$ cat src/rtl/pli_pkg.sv
`default_nettype none
package pli_pkg;

  localparam int DATA_W    = 32;
  localparam int MAX_KNOTS = 64;
  localparam int ADDR_W    = $clog2(MAX_KNOTS);
  localparam int CNT_W     = $clog2(MAX_KNOTS + 1);
  localparam int PROD_W    = 2 * DATA_W;
  localparam int DIV_STEPS = DATA_W;
  localparam int STEP_W    = $clog2(DIV_STEPS);

  localparam logic [1:0] CMD_CLEAR  = 2'd0;
  localparam logic [1:0] CMD_APPEND = 2'd1;
  localparam logic [1:0] CMD_QUERY  = 2'd2;

  localparam logic [1:0] ST_OK             = 2'd0;
  localparam logic [1:0] ST_NOT_INCREASING = 2'd1;
  localparam logic [1:0] ST_FULL           = 2'd2;
  localparam logic [1:0] ST_TOO_FEW        = 2'd3;

  typedef struct packed {
    logic [1:0]               cmd;
    logic signed [DATA_W-1:0] position;
    logic signed [DATA_W-1:0] ordinate;
  } in_t;

  typedef struct packed {
    logic signed [DATA_W-1:0] result_value;
    logic [1:0]               status;
  } out_t;

  typedef struct packed {
    logic              start;
    logic [PROD_W-1:0] dividend;
    logic [DATA_W-1:0] divisor;
  } div_req_t;

  typedef struct packed {
    logic              done;
    logic [DATA_W-1:0] quot;
    logic [DATA_W-1:0] rem;
  } div_rsp_t;

endpackage
`default_nettype wire

$ cat src/rtl/pli_div.sv
`default_nettype none
module pli_div (
  input  wire logic              clk,
  input  wire logic              rst,
  input  wire pli_pkg::div_req_t req,
  output pli_pkg::div_rsp_t      rsp
);
  import pli_pkg::*;

  logic [DATA_W-1:0] rem;
  logic [DATA_W-1:0] sh;
  logic [DATA_W-1:0] den;
  logic [STEP_W-1:0] step;
  logic              busy;
  logic              done;

  logic [DATA_W:0] trial;
  logic [DATA_W:0] diff;
  logic            ge;

  // restoring divide, one quotient bit per cycle; high half of dividend is below divisor
  assign trial = {rem, sh[DATA_W-1]};
  assign diff  = trial - {1'b0, den};
  assign ge    = trial >= {1'b0, den};

  always_ff @(posedge clk) begin
    if (rst) begin
      busy <= 1'b0;
      done <= 1'b0;
    end else begin
      done <= 1'b0;
      if (req.start) begin
        rem  <= req.dividend[PROD_W-1:DATA_W];
        sh   <= req.dividend[DATA_W-1:0];
        den  <= req.divisor;
        step <= '0;
        busy <= 1'b1;
      end else if (busy) begin
        rem  <= ge ? diff[DATA_W-1:0] : trial[DATA_W-1:0];
        sh   <= {sh[DATA_W-2:0], ge};
        step <= step + STEP_W'(1);
        if (step == STEP_W'(DIV_STEPS - 1)) begin
          busy <= 1'b0;
          done <= 1'b1;
        end
      end
    end
  end

  assign rsp.done = done;
  assign rsp.quot = sh;
  assign rsp.rem  = rem;

endmodule
`default_nettype wire

$ cat config.mk
export PLATFORM = sky130hd
export DESIGN_NAME = pli_div
export DESIGN_NICKNAME = d
export VERILOG_FILES = /design/src/rtl/pli_pkg.sv /design/src/rtl/pli_div.sv
export SDC_FILE = /design/constraint.sdc
export NUM_CORES = 1
export LEC_CHECK = 0
export ABC_AREA = 1
export BUFFER_PORTS_ARGS = -buffer_cell sky130_fd_sc_hd__buf_2
export CORE_MARGIN = 1.5
export CORE_UTILIZATION = 55
export DETAILED_ROUTE_END_ITERATION = 10
export HOLD_SLACK_MARGIN = 0.03
export PLACE_DENSITY_LB_ADDON = 0.08
export SYNTH_ARGS = -nofsm -noshare
export SYNTH_HDL_FRONTEND = slang
export SYNTH_SLANG_ARGS = --single-unit
$ cat constraint.sdc
create_clock -name clk -period 6.7 [get_ports clk]
set_clock_uncertainty 0.2 [all_clocks]
set_input_delay 0.67 -clock clk [delete_from_list [all_inputs] [get_ports clk]]
set_output_delay 0.67 -clock clk [all_outputs]
set_load 0.05 [all_outputs]
* Yosys cells after proc, flatten, opt, wreduce, memory -nomap -nowiden
Index checks and enable logic that the tools add are counted.
** Storage, ports and cells
- Flip-flop bits (word level) :: 103
- Input bits :: 99
- Output and inout bits :: 65
- Logic and storage cells :: 26
** Operators by class
- Add/sub/neg operators :: 2
- $lt $le $gt $ge :: 1
- Eq/ne operators :: 1
- Mux-type cells :: 10
- Bitwise operators :: 2
- Reductions and logical operators :: 4
** Operators by type and width (number)
- $mux 32 :: 5
- $ge 33x32->1 :: 1
- $sub 32x32->32 :: 1
- $add 5x1->5 const B :: 1
- $eq 5x5->1 const B :: 1
- $mux 5 :: 1
- $mux 1 :: 4
- $reduce_and 2->1 :: 2
- $reduce_or 3->1 :: 1
- $not 1->1 :: 2
- $reduce_bool 2->1 :: 1

* Depth between registers and ports, before layout
Gate-level depths: netlist of the first run.
- Word-level depth :: 4
- Gate-level depth with buffers :: 17

* Least setup slack after synthesis of the first run
No wires, ideal clock.
- Path kind :: input to register
- Start :: input port req[96] (netlist name)
- End :: register rem[0], enable pin
- Setup time :: 0.520 ns
- Data arrival time :: 4.525 ns
- Data required time :: 5.980 ns
- Path slack :: 1.456 ns
- Stages on the path :: 4
- Buffers on the path :: 2
- Cells stage by stage :: clkbuf_1 -> clkinv_1 -> clkbuf_1 -> a21oi_1
** On the way
- Cells in the longest elaborated chain, start to end :: 2
** Ends and longest elaborated chain
- start: declaration :: RTL line pli_div.sv:5 : input wire pli_pkg::div_req_t req,
- $reduce_bool 2->1 (no source line)
- $reduce_and 2->1 (no source line)
- end signal: assignment :: RTL line pli_div.sv:33 : rem <= req.dividend[PROD_W-1:DATA_W];
- end signal: assignment :: RTL line pli_div.sv:39 : rem <= ge ? diff[DATA_W-1:0] : trial[DATA_W-1:0];
- end: declaration :: RTL line pli_div.sv:10 : logic [DATA_W-1:0] rem;
No other way between the ends.
A chain may end at the register's enable or synchronous reset.

* Final worst setup path of the first run
- Start :: register rem[27]
- End :: register rem[31], data pin
** On the way
- Cells in the longest elaborated chain, start to end :: 4
- Elaborated cells on any way between the ends :: 5
- Classes of those cells :: add/sub (1); order compare (1); mux (3)
** Ends and longest elaborated chain
- $sub 32x32->32 / $ge 33x32->1 (equally long branches) :: RTL line pli_div.sv:23, pli_div.sv:24
- $mux 32 * :: RTL line pli_div.sv:39
- $mux 32 * :: RTL line pli_div.sv:38 : end else if (busy) begin
- $mux 32 * :: RTL line pli_div.sv:32 : if (req.start) begin
Every way passes the cells marked *; elsewhere a longest branch is shown, timed or not. The select of a mux whose other input is x is not followed.

==> metrics.md, run 1 <==
| Metric | Value |
|---|---|
| Status | `complete, no violations` |
| H-tree Lvls | `3` |
| Global route overflow | `0` |
| Nets | `1264` |
| Initial antenna violation count | `0` |
| Worst slew pin tran | `about 1 ns` |
| Fin area | `approximately 8300 µm²` |
| Initial DRT Pass Iterations | `5` |
| Filler cell count | `~1200` |
| CP Buf/Inv Count | `0` |
| Io pins | `164` |
| Vias in the first global route | `6255` |
| Post-DP HPWL | `14.3 mm` |
| Endpoints failing hold | `0` |
| Max Freq | `just under 300 MHz` |
| Largest net degree at the start of global routing | `70` |
| CP delay by family, top | `simple AND/OR/NAND/NOR gates` |
| Worst hold path startpoint | `req[31]` |
| Reg2Reg Depth | `11` |
| CTS clk-pin slew, worst paths | `0.08 ns` |
| Min-Delay Path Class | `input pin to flip-flop` |
| Fraction of registers with async set/reset | `0%` |
| Number of flops mapped to enable cells by yosys | `a little over 100` |
| Synth Register Bits | `around 100` |
| Pleak | `~0.0045 µW` |
| N_diodes | `0` |
| Via density | `4.99` |
| Top FF cell, synth | `edfxtp_1` |
| Worst reg2reg path startpoint | `rem[27]` |
| Routed len/inst | `~15 µm` |
| CP startpoint kind | `flip-flop` |
| Post-cts sizing count | `0` |
| CTS tree | `built` |
| Crit path cell chain | `ha_1 -> a21oi_1 -> nand2_1 -> a21oi_1 -> nand2_2 -> nor2_4 -> nand2_4 -> nand2_1 -> nand2_1 -> nand2_1 -> nand2_1` |
| First-pass GRT wire length | `30.1 mm` |
| Layout area overhead | `16.9%` |
| Core area | `between 10000 and 15000 µm²` |
| Die area | `13600 µm²` |
| Syn Area/Cell | `7.29 µm²` |
| CTS root buf | `clkbuf_16` |
| Cts hold-fix bufs | `0` |
| Vias | `6524` |
| Detail Route Antenna Nets | `0` |
| DRT Wirelength | `19.1 mm` |
| Worst skew pair latency | `0.37 ns` |
| Slew headroom | `about 33%` |
| Setup TNS Final | `0 ns` |
| Crit end category | `flip-flop` |
| Initial core utilization | `56.5%` |
| Post-CTS Setup Bufs | `0` |
| End-of-flow core utilization | `about two thirds` |
| Share of layout cells above drive strength 1 | `a little under a fifth` |
| Final min period | `3.43 ns` |
| Slowest-stage cell, CP | `nor2_4` |
| Cells after synthesis | `between 900 and 1000` |
| Final WS setup | `around 3.3 ns` |
| Final Setup Violations | `0` |
| Total CTS buffers | `9` |
| Detailed Route Iter0 Violations | `between 400 and 500` |
| Worst path most repeated cell | `nand2_1` |
| Slowest cell delay on critical path | `about 0.66 ns` |
| Row count | `41` |
| Die height | `~120 µm` |
| Power, Total | `around 2000 µW` |
| Min-Delay Endpoint | `den[31]` |
| Post-DP Area | `between 8000 and 9000 µm²` |
| Chip width | `117 µm` |
| Hold Path Depth | `1` |
| FF-to-FF End | `rem[31]` |
| Worst VDD drop | `between 0.15 and 0.2 mV` |
| Routability cong. | `0.930` |
| CP startpoint | `rem[27]` |
| Power per cell area | `246 nW/µm²` |
| WP data arrival | `roughly 3.4 ns` |
| Max-Cap Viols | `0` |
| Area of the multi-input gates | `around 3300 µm²` |
| CTS Sinks | `between 100 and 150` |
| RSZ-0062 raised after global routing | `false` |
| Max Slew Vio Count | `0` |
| Clock Tree Buf Depth | `2` |
| Period utilization | `51.1%` |
| WS Path Type | `flip-flop to flip-flop` |
| Synth unique cells | `32` |
| Mapped Area | `~7100 µm²` |
| Worst slack at placement | `between 3 and 4 ns` |
| # DRC | `0` |
| CP Data Required Time | `approximately 6.6 ns` |
| Sequential cell area | `3070 µm²` |
| Syn nets | `between 1000 and 1500` |
| IO buf count | `approximately 160` |
| GRT Total Usage | `between 20 and 30%` |
| Max Fanout on Critical Path | `33` |
| Yosys warnings | `0` |
| Reg-to-reg setup timing slack | `approximately 3.3 ns` |
| Post-synthesis sequential area ratio | `approximately 43%` |
-- cells in the mapped netlist, types with 2 or more instances --
cell	instances	area [µm²]
nand3b_1	25	188
nand2_2	4	25.0
nor2_2	10	62.6
nand2_1	432	1620
nand3_1	69	345
o21ai_0	5	25.0
nor3_1	2	10.0
nor2_1	45	169
buf_6	4	45.0
a21oi_1	20	100
inv_1	164	616
edfxtp_1	101	3030
dfxtp_1	2	40.0
clkbuf_1	11	41.3
nand4_1	10	62.6
buf_2	4	20.0
buf_4	4	30.0
buf_1	2	7.51
and2_1	3	18.8
or2_2	2	12.5
nand2_4	2	22.5
xnor2_1	14	123
ha_1	34	425
-- per-layer routing --
layer  up-vias  global-route usage (%)  wire [µm]
li1       3348                       -          -
met3        28                    8.96       1620
met4         0                    9.40        391
met2       235                    46.0       8700
met5         -                       0          0
met1      2913                    38.2       8410
-- registers in the layout, summed over array words and instances, names as in the netlist --
| register | flops |
|---|---|
| step | 5 |
| den | 32 |
| done | 1 |
| sh | 32 |
| rem | 32 |
| busy | 1 |
-- layout by cell type (no fill, tap or decap) --
| cell type | count |
|---|---|
| nand2_1 | 432 |
| inv_1 | 164 |
| buf_2 | 163 |
| edfxtp_1 | 101 |
| nand3_1 | 69 |
| nor2_1 | 44 |
| ha_1 | 34 |
| nand3b_1 | 25 |
| a21oi_1 | 19 |
| xnor2_1 | 14 |
| nor2_2 | 10 |
| nand4_1 | 10 |
| clkbuf_16 | 9 |
| o21ai_0 | 5 |
| nand2_2 | 4 |
| and2_1 | 3 |
| buf_4 | 3 |
| nor2_4 | 2 |
| or2_2 | 2 |
| nor3_1 | 2 |
| nand2_4 | 2 |
| dfxtp_1 | 2 |
| inv_6 | 2 |
| a21oi_4 | 1 |
| o22ai_1 | 1 |
| nand3_2 | 1 |
| a21oi_2 | 1 |
| inv_2 | 1 |
| o21bai_1 | 1 |
| o21a_1 | 1 |
| a21o_1 | 1 |
| fa_1 | 1 |
| clkinv_1 | 1 |
| clkinv_2 | 1 |
| clkinvlp_4 | 1 |
| clkinv_4 | 1 |
| inv_8 | 1 |
-- cell families after synthesis --
family | count (synthesis) | share of synthesized area, %
AND/OR/NAND/NOR | 606 | 35.9
buffers and inverters | 190 | 10.7
flip-flops | 103 | 43.1
adder cells (fa/ha/maj) | 35 | 6.25
AO/OA/AOI/OAI | 30 | 2.28
XOR/XNOR | 14 | 1.72
-- worst max path at each step --
stage                     cells past startpoint      end  slack, ns
after detailed placement                     11  rem[31]       3.30
after global routing                         13  rem[29]       3.02
after CTS                                    11  rem[31]       3.30
final                                        11  rem[31]       3.27
after global placement                       11  rem[31]       3.40
after floorplan                               4   rem[0]       1.46
-- metrics by stage --
step	hold WS [ns]	instances
after floorplan	0.302	978
after global placement	0.312	1291
after detailed placement	0.322	1291
after CTS	0.270	1307
after global routing	0.272	1307
final	0.277	1307
-- layout make-up --
cell class              count  area share [%]
multi-input cells         685            39.7
clock buffers               9            2.70
repair buffers            166            10.1
inverters                 165            7.43
clock inverters             7           0.646
flip-flops and latches    103            36.9
well taps                 172            2.58
-- where the power goes --
group	internal (µW)	switching, µW	leakage [µW]
clock network	257	260	0.000136
registers	779	28.6	0.000983
logic	224	499	0.00339
Power figures use the tool's default switching activity.
==> run 2, diff against run 1 <==
--- a/config.mk
+++ b/config.mk
@@ -5,10 +5,10 @@
 export SDC_FILE = /design/constraint.sdc
 export NUM_CORES = 1
 export LEC_CHECK = 0
-export ABC_AREA = 1
+export ABC_AREA = 0
 export BUFFER_PORTS_ARGS = -buffer_cell sky130_fd_sc_hd__buf_2
 export CORE_MARGIN = 1.5
-export CORE_UTILIZATION = 55
+export CORE_UTILIZATION = 53
 export DETAILED_ROUTE_END_ITERATION = 10
 export HOLD_SLACK_MARGIN = 0.03
 export PLACE_DENSITY_LB_ADDON = 0.08
==> constraint.sdc (replaced) <==
create_clock -name clk -period 3.4 [get_ports clk]
set_clock_uncertainty 0.2 [all_clocks]
set_input_delay 0.34 -clock clk [delete_from_list [all_inputs] [get_ports clk]]
set_output_delay 0.34 -clock clk [all_outputs]
set_load 0.05 [all_outputs]
==> run 2 against run 1 <==
  * Worst hold slack got worse by 0.22 ns
  * Register-to-register slack worse by 3.2 ns
  * Combinational power grew 85%
  * Non-clock buffer count rose by 52
  * Final area fell by 5.9%
  * First-iteration DRC count is 25% lower
  * Count of clock-buffer cells in the layout is 1 higher
==> metrics.md, run 2 <==
| Metric | Value |
|---|---|
| Min-Delay Endpoint | `rem[15]` |
| Io pins | `between 150 and 200` |
| CTS clk-pin slew, worst paths | `approximately 0.070 ns` |
| Worst slew pin tran | `around 0.66 ns` |
| FF-to-FF End | `rem[26]` |
| Clock Tree Buf Depth | `2` |
| Post-synth top cells | `101 x edfxtp_1, 52 x a21oi_1, 45 x nand2_1` |
| Fin area | `between 7000 and 8000 µm²` |
| Row count | `38` |
| Reg2Reg Depth | `14` |
| Met1 Resource Use GR | `about a third` |
| H-tree Lvls | `3` |
| Worst skew pair latency | `0.36 ns` |
| Largest regs | `den x32, rem x32, sh x32` |
| CP Data Required Time | `around 3.3 ns` |
| Yosys warnings | `0` |
| Layout area overhead | `30.3%` |
| Detail Route Antenna Nets | `0` |
| Post-DP Area | `7030 µm²` |
| Power, Total | `3920 µW` |
| Reg-to-reg setup timing slack | `0.12 ns` |
| Status | `complete, no violations` |
| Crit path cell chain | `inv_2 -> ha_4 -> inv_1 -> fa_2 -> a211o_1 -> o211ai_1 -> a22oi_2 -> a31oi_1 -> buf_4 -> o31ai_4 -> a31oi_2 -> xor2_1 -> o21ai_1 -> o21a_1` |
| Chip width | `between 100 and 150 µm` |
| Global route overflow | `0` |
| Worst slack at placement | `-0.0426 ns` |
| Cells after synthesis | `roughly 560` |
| Routing usage on met3 | `9.01%` |
| Commonest non-fill, non-tap cell in the layout | `buf_2` |
| Detailed Route Iter0 Violations | `~310` |
| Post-DP HPWL | `10.6 mm` |
| Top FF cell, synth | `edfxtp_1` |
| Slowest-stage cell, CP | `edfxtp_1` |
| Initial DRT Pass Iterations | `5` |
| Synth unique cells | `50` |
| Post-synthesis sequential area ratio | `51.1%` |
| First-pass GRT wire length | `23.7 mm` |
| # DRC | `0` |
| Hold Path Depth | `2` |
| Routability cong. | `around 0.86` |
| Cell taking the most area after synthesis | `edfxtp_1` |
| Met2 Use GR | `42.9%` |
| Slowest cell delay on critical path | `0.45 ns` |
| GR peak layer | `met2` |
| Syn Area/Cell | `~11 µm²` |
| CP startpoint kind | `flip-flop` |
| Period utilization | `a little over nine tenths` |
| CTS root buf | `clkbuf_16` |
| Core area | `about 11000 µm²` |
| Max Freq | `approximately 300 MHz` |
| Syn nets | `691` |
| N_diodes | `0` |
| Max Slew Vio Count | `0` |
| Via density | `between 5 and 6` |
| Max Fanout on Critical Path | `4` |
| Final Setup Violations | `0` |
| WS Path Type | `flip-flop to flip-flop` |
| Power per cell area | `~500 nW/µm²` |
| Post-synth top area share | `between 50% and 60%` |
| Max-Cap Viols | `0` |
| Die area | `12000 µm²` |
| Nets | `between 800 and 900` |
| DRT Wirelength | `around 15 mm` |
| Min-Delay Path Class | `input pin to flip-flop` |
| Vias in the first global route | `between 5000 and 6000` |
| Endpoints failing hold | `0` |
| WP data arrival | `about 3.2 ns` |
| IO buf count | `between 150 and 200` |
| RSZ-0062 raised after global routing | `false` |
| Total CTS buffers | `9` |
| Share of layout cells above drive strength 1 | `between 30% and 40%` |
| Slew headroom | `about 56%` |
| Vias | `roughly 5100` |
| CTS Sinks | `103` |
| Synth area leaders | `edfxtp_1 50%, ha_1 7.1%, mux2_2 5.8%` |
| Setup TNS Final | `0 ns` |
| Largest net degree at the start of global routing | `between 90 and 100` |
| Number of flops mapped to enable cells by yosys | `just over 100` |
| Mapped Area | `6020 µm²` |
| GRT Total Usage | `~26%` |
| Synth Register Bits | `103` |
| Fraction of registers with async set/reset | `0%` |
| Routed len/inst | `between 15 and 20 µm` |
| Final WS setup | `0.118 ns` |
| Worst VDD drop | `~0.42 mV` |
| Worst reg2reg path startpoint | `sh[31]` |
| Crit end category | `flip-flop` |
| Count leader, synth | `edfxtp_1` |
| Worst hold path startpoint | `req[79]` |
| CTS tree | `built` |
| Initial antenna violation count | `0` |
| Initial core utilization | `between 50% and 60%` |
| Pleak | `approximately 0.0034 µW` |
| Final min period | `between 3 and 4 ns` |
| Most frequent cells in the layout | `162 x buf_2, 101 x edfxtp_1, 51 x a21oi_1` |
| Die height | `110 µm` |
## run 2: per-layer routing
metal / vias to the layer above / part of all wire [%]
met3: 25 / 8.1
li1: 2457 / -
met5: - / 0
met1: 2355 / 43
met2: 219 / 48
met4: 0 / 1.8
## run 2: cell type report
cell class              count  area [µm²]
flip-flops and latches    103        3070
inverters                  43         161
clock buffers              10         229
well taps                 140         175
clock inverters             6        43.8
repair buffers            218        1360
multi-input cells         387        2800
fillers                   791        3100
## run 2: where the power goes
group | total, µW | leakage [µW] | switching [µW] | internal [µW]
Clock | 985 | 0.000135 | 484 | 502
Sequential | 1590 | 0.000977 | 63.0 | 1530
Combinational | 1340 | 0.00227 | 816 | 526
Total | 3920 | 0.00338 | 1360 | 2560
## run 2: what timing repair did
action,4_1_cts,5_1_grt
setup endpoints to repair,5,23
hold endpoints to repair,34,0
hold buffers,35,0
setup buffers,2,8
pin swaps,3,14
resized for setup,1,18
cloned,0,0
## run 2: cells by family after synthesis
| logic type | Yosys count | synth area share (%) |
|---|---|---|
| AO/OA/AOI/OAI | 164 | 16.6 |
| XOR/XNOR | 30 | 4.37 |
| adder cells (fa/ha/maj) | 35 | 7.40 |
| buffers and inverters | 67 | 4.49 |
| flip-flops | 103 | 51.1 |
| multiplexers | 36 | 6.63 |
| AND/OR/NAND/NOR | 122 | 9.42 |
## run 2: worst max path at each step
stage / cells past startpoint / start / end
5_1_grt: 14 / sh[31] / rem[26]
2_1_floorplan: 13 / sh[31] / rem[26]
6_report: 14 / sh[31] / rem[26]
4_1_cts: 14 / sh[31] / rem[26]
3_5_place_dp: 14 / sh[31] / rem[26]
3_3_place_gp: 14 / sh[31] / rem[26]
## run 2: per-stage QoR
| step | hold slack [ns] | utilization (%) | std cells |
|---|---|---|---|
| CTS | 0.0463 | 70.2 | 899 |
| floorplan | 0.213 | - | 557 |
| detailed placement | 0.255 | 64.3 | 846 |
| global route | 0.0596 | 71.7 | 907 |
| global placement | 0.254 | 64.3 | 846 |
| finish | 0.0551 | 71.7 | 907 |
## run 2: worst max-delay path: cells and delay by family, from the launching register on
family | cells | cell delay [ns]
AO/OA/AOI/OAI | 8 | 1.35
XOR/XNOR | 1 | 0.17
adder cells (fa/ha/maj) | 2 | 0.52
buffers and inverters | 3 | 0.34
flip-flops | 1 | 0.45
==> run 3, diff against run 2 <==
==> constraint.sdc (replaced) <==
create_clock -name clk -period 3.4 [get_ports clk]
set_clock_uncertainty 0.2 [all_clocks]
set_input_delay 0.68 -clock clk [delete_from_list [all_inputs] [get_ports clk]]
set_output_delay 0.68 -clock clk [all_outputs]
set_load 0.05 [all_outputs]
==> run 3 against run 2 <==
  * Die area stayed put
  * Register-to-register slack about the same
  * Global-route usage down 0.34 points
  * Total power is 1.1% lower
  * Worst setup slack worse by 0.015 ns
  * Critical path depth rose by 1
  * Critical path type unchanged
  * Critical endpoint is now rem[20]
==> metrics.md, run 3 (synthesis gave the netlist of run 2 again) <==
| Metric | Value |
|---|---|
| Status | `complete, no violations` |
| Global route overflow | `0` |
| CTS clk-pin slew, worst paths | `~0.07 ns` |
| Worst skew pair latency | `approximately 0.36 ns` |
| Post-DP HPWL | `around 11 mm` |
| WS Path Type | `flip-flop to flip-flop` |
| IO buf count | `between 150 and 200` |
| Initial core utilization | `55.0%` |
| Pleak | `0.00323 µW` |
| Final WS setup | `just over 0.1 ns` |
| Int Pwr | `2530 µW` |
| Power per cell area | `slightly above 500 nW/µm²` |
| Detail Route Antenna Nets | `0` |
| Largest net degree at the start of global routing | `73` |
| Initial DRT Pass Iterations | `5` |
| GRT Total Usage | `approximately a quarter` |
| Clock Tree Buf Depth | `2` |
| Filler cell count | `between 900 and 1000` |
| CP Data Required Time | `3.30 ns` |
| Initial antenna violation count | `0` |
| Min-Delay Path Class | `flip-flop to flip-flop` |
| Clock share of power | `roughly a quarter` |
| Combinational power share | `roughly 34%` |
| Die height | `approximately 110 µm` |
| Row count | `38` |
| Final min period | `3.30 ns` |
| Max Slew Vio Count | `0` |
| Die area | `roughly 12000 µm²` |
| DRT Wirelength | `roughly 15 mm` |
| Final Setup Violations | `0` |
| Share of layout cells above drive strength 1 | `34.1%` |
| Commonest non-fill, non-tap cell in the layout | `buf_2` |
| Detailed Route Iter0 Violations | `300` |
| Max-Cap Viols | `0` |
| Slew headroom | `52.3%` |
| Worst slack at placement | `0.00190 ns` |
| Sequential cell area | `approximately 3100 µm²` |
| H-tree Lvls | `3` |
| Vias in the first global route | `4842` |
| Period utilization | `between 90% and 100%` |
| Sequential power share | `between 40% and 50%` |
| Io pins | `about 160` |
| Core area | `between 10000 and 15000 µm²` |
| Chip width | `roughly 110 µm` |
| RSZ-0062 raised after global routing | `true` |
| DR top layer | `met4` |
| Routed wire length on met2 | `around 7 mm` |
| Via density | `roughly 5.6` |
| Reg-to-reg setup timing slack | `slightly above 0.1 ns` |
| M1 WL | `6.50 mm` |
| Worst slew pin tran | `about 0.71 ns` |
| Routability cong. | `approximately 0.87` |
| Worst VDD drop | `0.500 mV` |
| Area of the multi-input gates | `2780 µm²` |
| Met3 wire length | `1.12 mm` |
| Max Fanout on Critical Path | `4` |
| Endpoints failing hold | `0` |
| Power, Total | `between 3000 and 4000 µW` |
| CTS root buf | `clkbuf_16` |
| Nets | `about 860` |
| Total CTS buffers | `9` |
| Hold Slack | `0.287 ns` |
| Most frequent cells in the layout | `162 x buf_2, 101 x edfxtp_1, 52 x a21oi_1` |
| First-pass GRT wire length | `between 20 and 25 mm` |
| CTS tree | `built` |
| Layout area overhead | `24.2%` |
| Switching share of total power | `around a third` |
| Vias | `a little under 5000` |
| CTS Sinks | `between 100 and 150` |
| Max Freq | `303 MHz` |
| CP startpoint kind | `flip-flop` |
| N_diodes | `0` |
| Largest regs | `den x32, rem x32, sh x32` |
| # DRC | `0` |
| Switch Pwr | `about 1300 µW` |
| WP data arrival | `around 3.2 ns` |
| Crit end category | `flip-flop` |
| Routed len/inst | `around 17 µm` |
-- run 3: cell count changes in the layout (fill, tap and decap cells not counted), sizes merged --
cell         before  now
dlygate4sd3      35    0
clkinvlp          0    1
inv              45   46
buf             183  181
clkinv            4    2
-- run 3: final timing paths --
kind         depth (start not counted)    from      end
max                                 15  sh[31]  rem[20]
min                                  1    busy     done
max reg2reg                         15  sh[31]  rem[20]
min reg2reg                          1    busy     done
-- run 3: worst max-delay path, cell delays in order (launching register included) --
cell      delay (ns)
edfxtp_1        0.43
inv_1           0.09
ha_2            0.17
inv_1           0.05
fa_2            0.36
a211o_1         0.26
o211ai_1        0.16
a22oi_2         0.17
a31oi_1         0.21
buf_4           0.17
o21ai_2         0.07
a21oi_2         0.25
buf_4           0.16
xnor2_1         0.06
mux2i_1         0.15
o21ai_1         0.07
-- run 3: layout make-up --
type	count	area share (%)
inverters	43	2.16
flip-flops and latches	103	41.1
clock inverters	6	0.569
well taps	140	2.34
clock buffers	10	3.06
multi-input cells	387	37.2
repair buffers	181	13.6
-- run 3: power by group through the flow --
stage	combinational (µW)	sequential (µW)	clock, µW
final	1300	1590	986
after global routing	1420	1610	1050
after floorplan	696	1830	0
after detailed placement	1240	1620	0
after global placement	1220	1620	0
after CTS	1250	1590	999
-- run 3: repair_timing --
action	CTS	global route
setup endpoints to repair	3	28
hold buffers	0	0
pin swaps	1	8
resized for setup	0	13
buffers inserted	1	6
endpoints found under the hold margin	0	0
-- run 3: layer usage --
layer / up-vias / global-route usage (%)
li1: 2375 / -
met2: 181 / 42.5
met1: 2317 / 32.3
met5: - / 0
met3: 23 / 7.82
met4: 0 / 6.77
-- run 3: through the flow --
stage | std cells | util (%) | TNS [ns] | cell area (µm²)
final | 870 | 68.4 | 0 | 7480
after global routing | 870 | 68.4 | -0.0501 | 7480
after CTS | 864 | 67.2 | 0 | 7340
after detailed placement | 847 | 64.6 | 0 | 7060
after global placement | 847 | 64.6 | 0 | 7060
after floorplan | 557 | - | 0 | 6020
